[src/hw/rtl/utf8d_pkg.sv]
package utf8d_pkg;

  // byte classes
  localparam logic [7:0] LEAD_MIN  = 8'hC0;
  localparam logic [7:0] LEAD_MAX  = 8'hFD;
  localparam logic [1:0] CONT_TAG  = 2'b10;

  // result queue and held continuation sizes
  localparam int MAX_UNITS  = 6;
  localparam int HELD_DEPTH = 4;

  // source byte counts
  localparam logic [2:0] LEN_SINGLE = 3'd1;

  // one result item
  typedef struct packed {
    logic [15:0] code;
    logic [2:0]  len;
    logic        fb;
  } unit_t;

  // every result caused by one input byte
  typedef struct packed {
    unit_t [MAX_UNITS-1:0] slot;
    logic  [2:0]           count;
  } burst_t;

endpackage

[src/hw/rtl/utf8_to_ucs2_decoder.sv]
// UTF-8 to 16-bit code unit decoder.
// Input channel (in_valid/in_ready) carries one text byte per request with
// end_of_text marking the final byte. Output channel (out_valid/out_ready)
// carries one code unit per request with source_bytes, raw_fallback and
// last_result, which flags the final unit caused by a given input byte.
// Each accepted byte is decoded in the cycle it is accepted; its results
// (zero to six) are loaded into a shift queue and appear on the output the
// next cycle. Throughput is one byte per cycle while each byte yields at
// most one unit and the receiver holds out_ready high.
// A byte that yields more than one unit (a broken or flushed sequence) holds
// the input while the queue drains, one unit per cycle when out_ready is high.
// The input is ready whenever the queue is empty or its last unit is being
// taken, so a stalled receiver stops the input after at most one byte.
// Reset closes any open sequence and empties the queue.
module utf8_to_ucs2_decoder (
  input  logic        clk,
  input  logic        rst,
  input  logic        in_valid,
  output logic        in_ready,
  input  logic [7:0]  in_byte,
  input  logic        end_of_text,
  output logic        out_valid,
  input  logic        out_ready,
  output logic [15:0] code_unit,
  output logic [2:0]  source_bytes,
  output logic        raw_fallback,
  output logic        last_result
);
  import utf8d_pkg::*;

  burst_t burst;
  unit_t  head;
  logic   accept;

  assign accept = in_valid && in_ready;

  // decode step and sequence state
  utf8d_core u_core (
    .clk         (clk),
    .rst         (rst),
    .accept      (accept),
    .in_byte     (in_byte),
    .end_of_text (end_of_text),
    .burst       (burst)
  );

  // result queue
  utf8d_drain u_drain (
    .clk       (clk),
    .rst       (rst),
    .in_valid  (in_valid),
    .in_ready  (in_ready),
    .burst     (burst),
    .out_valid (out_valid),
    .out_ready (out_ready),
    .head      (head),
    .head_last (last_result)
  );

  assign code_unit    = head.code;
  assign source_bytes = head.len;
  assign raw_fallback = head.fb;

endmodule

[src/hw/rtl/utf8d_core.sv]
module utf8d_core (
  input  logic            clk,
  input  logic            rst,
  input  logic            accept,
  input  logic [7:0]      in_byte,
  input  logic            end_of_text,
  output utf8d_pkg::burst_t burst
);
  import utf8d_pkg::*;

  // sequence state
  logic [7:0]  lead_byte;
  logic [2:0]  expected_length;
  logic [2:0]  pending_count;
  logic [15:0] accumulated_code;
  logic [7:0]  held [HELD_DEPTH];

  logic [7:0]  lead_byte_next;
  logic [2:0]  expected_length_next;
  logic [2:0]  pending_count_next;
  logic [15:0] accumulated_code_next;

  logic        seq_open;
  logic        is_cont;
  logic        is_lead;
  logic        complete;
  logic        store;
  logic        fresh;
  logic        fresh_valid;
  logic [2:0]  flush_cnt;
  logic [15:0] acc_new;
  logic [2:0]  lead_len;
  logic [4:0]  lead_bits;
  logic [7:0]  held_view [HELD_DEPTH];
  unit_t       fresh_unit;

  // byte classification
  assign seq_open = (expected_length != 3'd0);
  assign is_cont  = (in_byte[7:6] == CONT_TAG);
  assign is_lead  = (in_byte >= LEAD_MIN) && (in_byte <= LEAD_MAX);
  assign acc_new  = {accumulated_code[9:0], in_byte[5:0]};
  assign complete = seq_open && is_cont &&
                    ({1'b0, pending_count} + 4'd2 >= {1'b0, expected_length});
  assign store    = seq_open && is_cont && !complete;
  assign fresh    = !seq_open || !is_cont;

  // sequence length and payload from a lead byte
  always_comb begin
    casez (in_byte)
      8'b110?????: begin lead_len = 3'd2; lead_bits = in_byte[4:0]; end
      8'b1110????: begin lead_len = 3'd3; lead_bits = {1'b0, in_byte[3:0]}; end
      8'b11110???: begin lead_len = 3'd4; lead_bits = {2'b0, in_byte[2:0]}; end
      8'b111110??: begin lead_len = 3'd5; lead_bits = {3'b0, in_byte[1:0]}; end
      default:     begin lead_len = 3'd6; lead_bits = {4'b0, in_byte[0]}; end
    endcase
  end

  // held bytes including the one being stored now
  always_comb begin
    for (int k = 0; k < HELD_DEPTH; k++) begin
      held_view[k] = (store && pending_count[1:0] == 2'(k)) ? in_byte : held[k];
    end
  end

  // number of raw units from a flushed sequence
  always_comb begin
    if (store && end_of_text) begin
      flush_cnt = pending_count + 3'd2;
    end else if (seq_open && !is_cont) begin
      flush_cnt = pending_count + 3'd1;
    end else begin
      flush_cnt = 3'd0;
    end
  end

  // unit from a byte taken with no sequence open or breaking an open one
  always_comb begin
    if (is_lead) begin
      fresh_valid = end_of_text;
      fresh_unit  = '{code: {8'h00, in_byte}, len: LEN_SINGLE, fb: 1'b1};
    end else begin
      fresh_valid = 1'b1;
      fresh_unit  = '{code: {8'h00, in_byte}, len: LEN_SINGLE, fb: 1'b0};
    end
  end

  // assemble the result list
  always_comb begin
    burst = '0;
    if (complete) begin
      burst.slot[0] = '{code: acc_new, len: expected_length, fb: 1'b0};
      burst.count   = 3'd1;
    end else begin
      for (int i = 0; i < MAX_UNITS; i++) begin
        if (3'(i) < flush_cnt) begin
          if (i == 0) begin
            burst.slot[i] = '{code: {8'h00, lead_byte}, len: LEN_SINGLE, fb: 1'b1};
          end else begin
            burst.slot[i] = '{code: {8'h00, held_view[2'(i - 1)]}, len: LEN_SINGLE,
                              fb: 1'b1};
          end
        end else if (3'(i) == flush_cnt && fresh && fresh_valid) begin
          burst.slot[i] = fresh_unit;
        end
      end
      burst.count = flush_cnt + {2'b00, fresh && fresh_valid};
    end
  end

  // next sequence state
  always_comb begin
    lead_byte_next        = lead_byte;
    expected_length_next  = 3'd0;
    pending_count_next    = 3'd0;
    accumulated_code_next = 16'h0000;
    if (store) begin
      if (!end_of_text) begin
        expected_length_next  = expected_length;
        pending_count_next    = pending_count + 3'd1;
        accumulated_code_next = acc_new;
      end
    end else if (fresh && is_lead) begin
      lead_byte_next = in_byte;
      if (!end_of_text) begin
        expected_length_next  = lead_len;
        accumulated_code_next = {11'b0, lead_bits};
      end
    end
  end

  // state registers
  always_ff @(posedge clk) begin
    if (rst) begin
      lead_byte        <= 8'h00;
      expected_length  <= 3'd0;
      pending_count    <= 3'd0;
      accumulated_code <= 16'h0000;
    end else if (accept) begin
      lead_byte        <= lead_byte_next;
      expected_length  <= expected_length_next;
      pending_count    <= pending_count_next;
      accumulated_code <= accumulated_code_next;
    end
  end

  // held continuation bytes
  always_ff @(posedge clk) begin
    if (accept && store) begin
      held[pending_count[1:0]] <= in_byte;
    end
  end

endmodule

[src/hw/rtl/utf8d_drain.sv]
module utf8d_drain (
  input  logic              clk,
  input  logic              rst,
  input  logic              in_valid,
  output logic              in_ready,
  input  utf8d_pkg::burst_t burst,
  output logic              out_valid,
  input  logic              out_ready,
  output utf8d_pkg::unit_t  head,
  output logic              head_last
);
  import utf8d_pkg::*;

  unit_t      slot [MAX_UNITS];
  logic [2:0] count;
  logic       load;
  logic       take;

  // handshake
  assign out_valid = (count != 3'd0);
  assign take      = out_valid && out_ready;
  assign in_ready  = (count == 3'd0) || ((count == 3'd1) && out_ready);
  assign load      = in_valid && in_ready;
  assign head      = slot[0];
  assign head_last = (count == 3'd1);

  // result count
  always_ff @(posedge clk) begin
    if (rst) begin
      count <= 3'd0;
    end else if (load) begin
      count <= burst.count;
    end else if (take) begin
      count <= count - 3'd1;
    end
  end

  // result shift queue
  always_ff @(posedge clk) begin
    if (load) begin
      for (int i = 0; i < MAX_UNITS; i++) begin
        slot[i] <= burst.slot[i];
      end
    end else if (take) begin
      for (int i = 0; i < MAX_UNITS - 1; i++) begin
        slot[i] <= slot[i + 1];
      end
    end
  end

endmodule
[config.mk]
export PLATFORM = sky130hd
export DESIGN_NAME = utf8_to_ucs2_decoder
export DESIGN_NICKNAME = d
export VERILOG_FILES = /design/src/hw/rtl/utf8d_pkg.sv /design/src/hw/rtl/utf8_to_ucs2_decoder.sv /design/src/hw/rtl/utf8d_core.sv /design/src/hw/rtl/utf8d_drain.sv
export SDC_FILE = /design/constraint.sdc
export NUM_CORES = 1
export LEC_CHECK = 0
export BUFFER_PORTS_ARGS = -buffer_cell sky130_fd_sc_hd__buf_4
export CAP_MARGIN = 30
export CORE_MARGIN = 1.5
export CORE_UTILIZATION = 60
export CTS_CLUSTER_SIZE = 20
export DETAILED_ROUTE_END_ITERATION = 16
export PLACE_DENSITY = 0.79
export SYNTH_ARGS = -nofsm -noshare
export SYNTH_HDL_FRONTEND = slang
export SYNTH_SLANG_ARGS = --single-unit
export TNS_END_PERCENT = 50
[constraint.sdc]
create_clock -name clk -period 3.15 [get_ports clk]
set_clock_uncertainty 0.05 [all_clocks]
set_input_delay 0.63 -clock clk [delete_from_list [all_inputs] [get_ports clk]]
set_output_delay 0.63 -clock clk [all_outputs]
set_load 0.005 [all_outputs]
* Word level (Yosys, flattened, before mapping) *
Memory sizes are Yosys's and may differ from the RTL's.
Cells that the tools add are included.
W data, S select, Z words.

operators by class
  $add $sub $neg = 5
  $mul = 0
  div/mod/pow operators = 0
  $lt $le $gt $ge = 9
  eq/ne operators = 13
  shift-type cells = 0
  muxes and demuxes = 46
  bitwise operators = 6
  reduce and logical (&&, ||, !) cells = 39

operators by type and width
  operator              count
  $mux W20              10
  $mux W92              1
  $mux W12              7
  $mux W10              3
  $mux W3               10
  $logic_and A1 B1 Y1   26
  $mux W23              1
  $pmux W5 S4           1
  $mux W8               2
  $pmux W3 S4           1
  $mux W1               9
  $ge A8 B8 Y1 const B  1
  $le A8 B8 Y1 const B  1
  $eq A2 B3 Y1 const A  2
  $eq A3 B3 Y1 const A  2
  $eq A6 B6 Y1 const B  1
  $logic_not A3 Y1      2
  $lt A1 B3 Y1 const A  2
  $lt A2 B3 Y1 const A  2
  $lt A3 B3 Y1 const A  2
  $reduce_bool A3 Y1    2
  $eq A5 B5 Y1 const B  1
  $mux W5               1
  $or A1 B1 Y1          5
  20 further kinds      23

word-level totals
  register bits after elaboration = 27
  latch bits = 0
  RAM bits = 152
  memory bits (read-only) = 0
  input port bits = 13
  word-level logic and storage cells = 125
  memories kept = 2

memories
  name          words  width  read ports  clocked after memory_dff  wr ports  line               RTL
  u_drain.slot  6      20     6           0                         6         utf8d_drain.sv:14  unit_t slot [MAX_UNITS];
  u_core.held   4      8      2           0                         1         utf8d_core.sv:16   logic [7:0] held [HELD_DEPTH];

* Depth between registers and ports, before layout *
  depth in word-level cells = 14
  mapped depth = 11
  gate-level depth less buffers = 10

* By module *
From an unflattened synthesis, not the netlist that was laid out.

second synthesis, totals
  cells, all modules = 603
  area, all modules = 8132.8 um2

by module, submodules not included
  module                instances  cells each  area each (um2)
  utf8d_drain           1          263         5136.2
  utf8d_core            1          339         2990.4
  utf8_to_ucs2_decoder  1          1           6.3

* Worst setup path after synthesis *
Ideal clock, no wire load.

  path type = reg-to-reg
  start point = register u_core.pending_count[1]
  end point = register u_drain.count[1]
  library setup time = 0.078 ns
  arrival = 2.731 ns
  data required time = 3.022 ns
  path slack = 0.290 ns
  stages on the path, launching flop included = 11
  period minus slack after synthesis = 2.860 ns
  cell sequence = dfxtp_1 -> inv_1 -> fa_1 -> o41a_1 -> buf_6 -> a41o_2 -> ha_1 -> ha_1 -> nand2_1 -> o221a_2 -> nor3_1

between the ends
  word-level cells in the longest chain between the ends = 10
  elaborated cells on any way between the ends = 13
  those cells by class = add/sub (4); order compare (1); mux (4); reduce/logical (4)

RTL lines
  element                   line               RTL
  start: declaration        utf8d_core.sv:14   logic [2:0] pending_count;
  start signal: assignment  utf8d_core.sv:141  pending_count <= pending_count_next;
  $add A3 B2 Y4             utf8d_core.sv:43   ({1'b0, pending_count} + 4'd2 >= {1'b0, expected_length});
  $ge A4 B3 Y1              utf8d_core.sv:43
  $logic_and A1 B1 Y1       utf8d_core.sv:42   assign complete = seq_open && is_cont &&
  $logic_not A1 Y1          utf8d_core.sv:44   assign store = seq_open && is_cont && !complete;
  $logic_and A1 B1 Y1       utf8d_core.sv:44
  $logic_and A1 B1 Y1       utf8d_core.sv:67   if (store && end_of_text) begin
  $mux W3                   utf8d_core.sv:67
  $add A3 B1 Y3             utf8d_core.sv:106  burst.count = flush_cnt + {2'b00, fresh && fresh_valid};
  $mux W23 (*)              utf8d_core.sv:90   if (complete) begin
  $mux W3 (*)               utf8d_drain.sv:31  end else if (load) begin
  end signal: assignment    utf8d_drain.sv:32  count <= burst.count;
  end signal: assignment    utf8d_drain.sv:34  count <= count - 3'd1;
  end: declaration          utf8d_drain.sv:15  logic [2:0] count;

Every way passes the cells marked *; elsewhere a longest branch is shown, timed or not.
A chain may end at the register's enable or synchronous reset.

==> results.sh <==
export IMPL_maxSlewViolCount=0
export IMPL_hold_viol=0
export IMPL_grt_max_degree=39
export IMPL_drv_cap=0
export IMPL_rr_worst_depth=7
export IMPL_avgViaCountPerCell=6.665
export IMPL_num_antenna_cells=0
export IMPL_yosysSeqAreaShare=0.5523
export IMPL_crit_start="u_core.pending_count[2]"
export IMPL_rsz0062_at_grt="no"
export IMPL_fin_crit_sh=0.9458
export IMPL_hold_path_startpoint="in_byte[6]"
export IMPL_r2r_end="u_drain.slot[0][27]"
export IMPL_io_pins=36
export IMPL_r2r_start="u_core.pending_count[2]"
export IMPL_crit_required_ns=3.37
export IMPL_drc=0
export IMPL_grt_ovfl_total=0
export IMPL_fmax_mhz=335.6
export IMPL_syn_instance_count=486
export IMPL_dp_hpwl_um=8774
export IMPL_tightest_slew_ns=0.6284
export IMPL_grt_pass1_vias=4110
export IMPL_cts_max_path_buffers=2
export IMPL_cts_inserted_buffers=17
export IMPL_critical_path_max_fanout=11
export IMPL_gp_congestion=0.9689
export IMPL_htreeDepth=4
export IMPL_synth_flop_cell="edfxtp_1"
export IMPL_ys_warn_count=0
export IMPL_root_buffer="clkbuf_8"
export IMPL_worstPathArrival_ns=3.20
export IMPL_die_w_um=100.1
export IMPL_ys_async_sr_fraction=0
export IMPL_cts_sinks=113
export IMPL_core_area_mm2=0.009196
export IMPL_leakage_nw=2.554
export IMPL_peakVddDrop_v=0.0004224
export IMPL_area_delta_synth_final_pct=16.53
export IMPL_hold_buffers=0
export IMPL_antenna_found_initial=0
export IMPL_synth_cell_area_mm2=0.005654
export IMPL_die_area_mm2=0.01002
export IMPL_outcome="finished, final reports clean"
export IMPL_slew_headroom=0.5811
export IMPL_synth_edf_count=86
export IMPL_critPathLaunchType="flip-flop"
export IMPL_final_util=0.7165
export IMPL_p_total_w=0.005972
export IMPL_path_class="reg -> reg"
export IMPL_synthesis_nets=511
export IMPL_die_h_um=100.1
export IMPL_drt_iter0_drc=379
export IMPL_drive_gt1_frac=0.2252
export IMPL_ys_ff_latch=113
export IMPL_ff2ff_setup_slack_ns=0.17
export IMPL_wl_um=13490
export IMPL_cts_tree="yes"
export IMPL_ys_types=67
export IMPL_dr_pass1_iters=5
export IMPL_hp_class="in -> reg"
export IMPL_crit_end="u_drain.slot[0][27]"
export IMPL_row_count=35
export IMPL_setup_viol=0
export IMPL_post_drt_wl_per_cell_um=21.24
export IMPL_finalSetupTns_ns=0
export IMPL_powerDensity_mw_per_mm2=906.4
export IMPL_min_period_ns=2.979
export IMPL_worstSkewPairLatency_ns=0.52
export IMPL_antenna_left=0
export IMPL_cts_clk_slew_worst_paths_ns=0.06
export IMPL_syn_avg_cell_area_um2=11.63
export IMPL_port_buffers=35
export IMPL_start_util=0.6148
export IMPL_nets=536
export IMPL_grt_usage=0.2928
export IMPL_grt_pass1_wl_um=22090
export IMPL_routed_via_count=4232
export IMPL_endpoint_kind="flip-flop"
[cells in the mapped netlist (3+ instances only)]
| cell | number | area (µm²) |
|---|---|---|
| nor3_1 | 7 | 35.03 |
| a32oi_1 | 14 | 122.6 |
| buf_4 | 20 | 150.1 |
| nand4_1 | 3 | 18.77 |
| and3_1 | 10 | 62.56 |
| a32o_1 | 14 | 140.1 |
| a31oi_1 | 4 | 25.02 |
| nor3_4 | 4 | 65.06 |
| edfxtp_1 | 86 | 2582 |
| o211ai_1 | 6 | 45.04 |
| o21ai_0 | 9 | 45.04 |
| buf_2 | 5 | 25.02 |
| a221o_1 | 7 | 70.07 |
| nand2_1 | 34 | 127.6 |
| a22oi_1 | 11 | 82.58 |
| a21oi_1 | 37 | 185.2 |
| and2_1 | 9 | 56.30 |
| nor2_2 | 4 | 25.02 |
| inv_1 | 13 | 48.80 |
| o21ai_1 | 17 | 85.08 |
| ha_1 | 11 | 137.6 |
| mux2i_1 | 9 | 90.09 |
| clkbuf_1 | 19 | 71.32 |
| nand3_1 | 13 | 65.06 |
| a22o_1 | 8 | 70.07 |
| nor2_1 | 34 | 127.6 |
| o22ai_1 | 3 | 18.77 |
| nand2b_1 | 3 | 18.77 |
| dfxtp_1 | 27 | 540.5 |
[stage by stage]
| step | hold WS, ns | area, µm² | cells | setup slack [ns] |
|---|---|---|---|---|
| global route | 0.3296 | 6589 | 635 | 0.02644 |
| CTS | 0.3270 | 6559 | 634 | 0.07804 |
| floorplan | 0.3775 | 5654 | 486 | 0.2903 |
| detailed placement | 0.3976 | 5928 | 602 | 0.1541 |
| global placement | 0.3853 | 5928 | 602 | 0.2558 |
| finish | 0.3312 | 6589 | 635 | 0.1706 |
[cell families after synthesis]
kind of cell,after synthesis,share of synthesized area
adders and majority gates,12,0.02788
and+or+nand+nor,137,0.1325
xor gates and xnor gates,2,0.003099
buffers and inverters,63,0.05930
DFF,113,0.5523
AOI/OAI and AO/OA,149,0.2069
muxes,10,0.01792
[registers in the layout, indices dropped and copies added, names as in the netlist]
name,flops
u_core.expected_length,3
u_core.accumulated_code,10
u_drain.slot,70
u_core.held,16
u_core.lead_byte,8
u_drain.count,3
u_core.pending_count,3
[layout by cell type (no fill, tap or decap), types with 6 or more instances in the layout]
cell type / count
and3_1: 10
a32oi_1: 14
clkbuf_16: 19
nand2_1: 34
a21oi_1: 37
buf_4: 52
a22oi_1: 11
edfxtp_1: 86
a22o_1: 8
nor2_1: 34
nand3_1: 13
a221o_1: 7
dfxtp_1: 27
a32o_1: 14
o21ai_0: 9
mux2i_1: 9
inv_1: 13
and2_1: 9
ha_1: 11
o21ai_1: 17
o211ai_1: 6
nor3_1: 7
[critical path, stage by stage (launching register included)]
cell	delay (ns)
dfxtp_1	0.40
inv_1	0.10
fa_1	0.51
o41a_4	0.59
a41oi_4	0.43
nand2_2	0.23
a32oi_1	0.31
o21ai_1	0.11
[metal layers]
metal | wire, µm | track usage
met5 | 0 | 0
met4 | 333 | 0.09967
met3 | 1341 | 0.07730
met2 | 6234 | 0.4579
met1 | 5579 | 0.3998
[worst min path at each step]
stage | to | slack, ns | cells after the start
2_1_floorplan | u_core.accumulated_code[4] | 0.38 | 2
3_3_place_gp | u_core.accumulated_code[4] | 0.39 | 2
3_5_place_dp | u_core.accumulated_code[4] | 0.40 | 2
4_1_cts | u_core.held[1][6] | 0.33 | 1
5_1_grt | u_core.held[1][6] | 0.33 | 1
6_report | u_core.held[1][6] | 0.33 | 1
[report_power, final]
group | total, W | internal (W) | switching (W)
registers | 0.00238 | 0.00223 | 0.000157
logic | 0.00158 | 0.000608 | 0.000969
clock network | 0.00201 | 0.00128 | 0.000730
[area by class of cell]
class	count	area (µm²)
multi-input cells	310	2207
flip-flops and latches	113	3123
fillers	620	2608
inverters	15	58.81
well taps	111	138.9
clock buffers	21	493.0
repair buffers	54	430.4
clock inverters	11	137.6
[timing repair]
| item | 4_1_cts | 5_1_grt |
|---|---|---|
| endpoints found under the setup margin | 0 | 20 |
| setup buffers | 0 | 1 |
| endpoints found under the hold margin | 0 | 0 |
| resized for setup | 0 | 2 |
(Power assumes the default switching activity.)
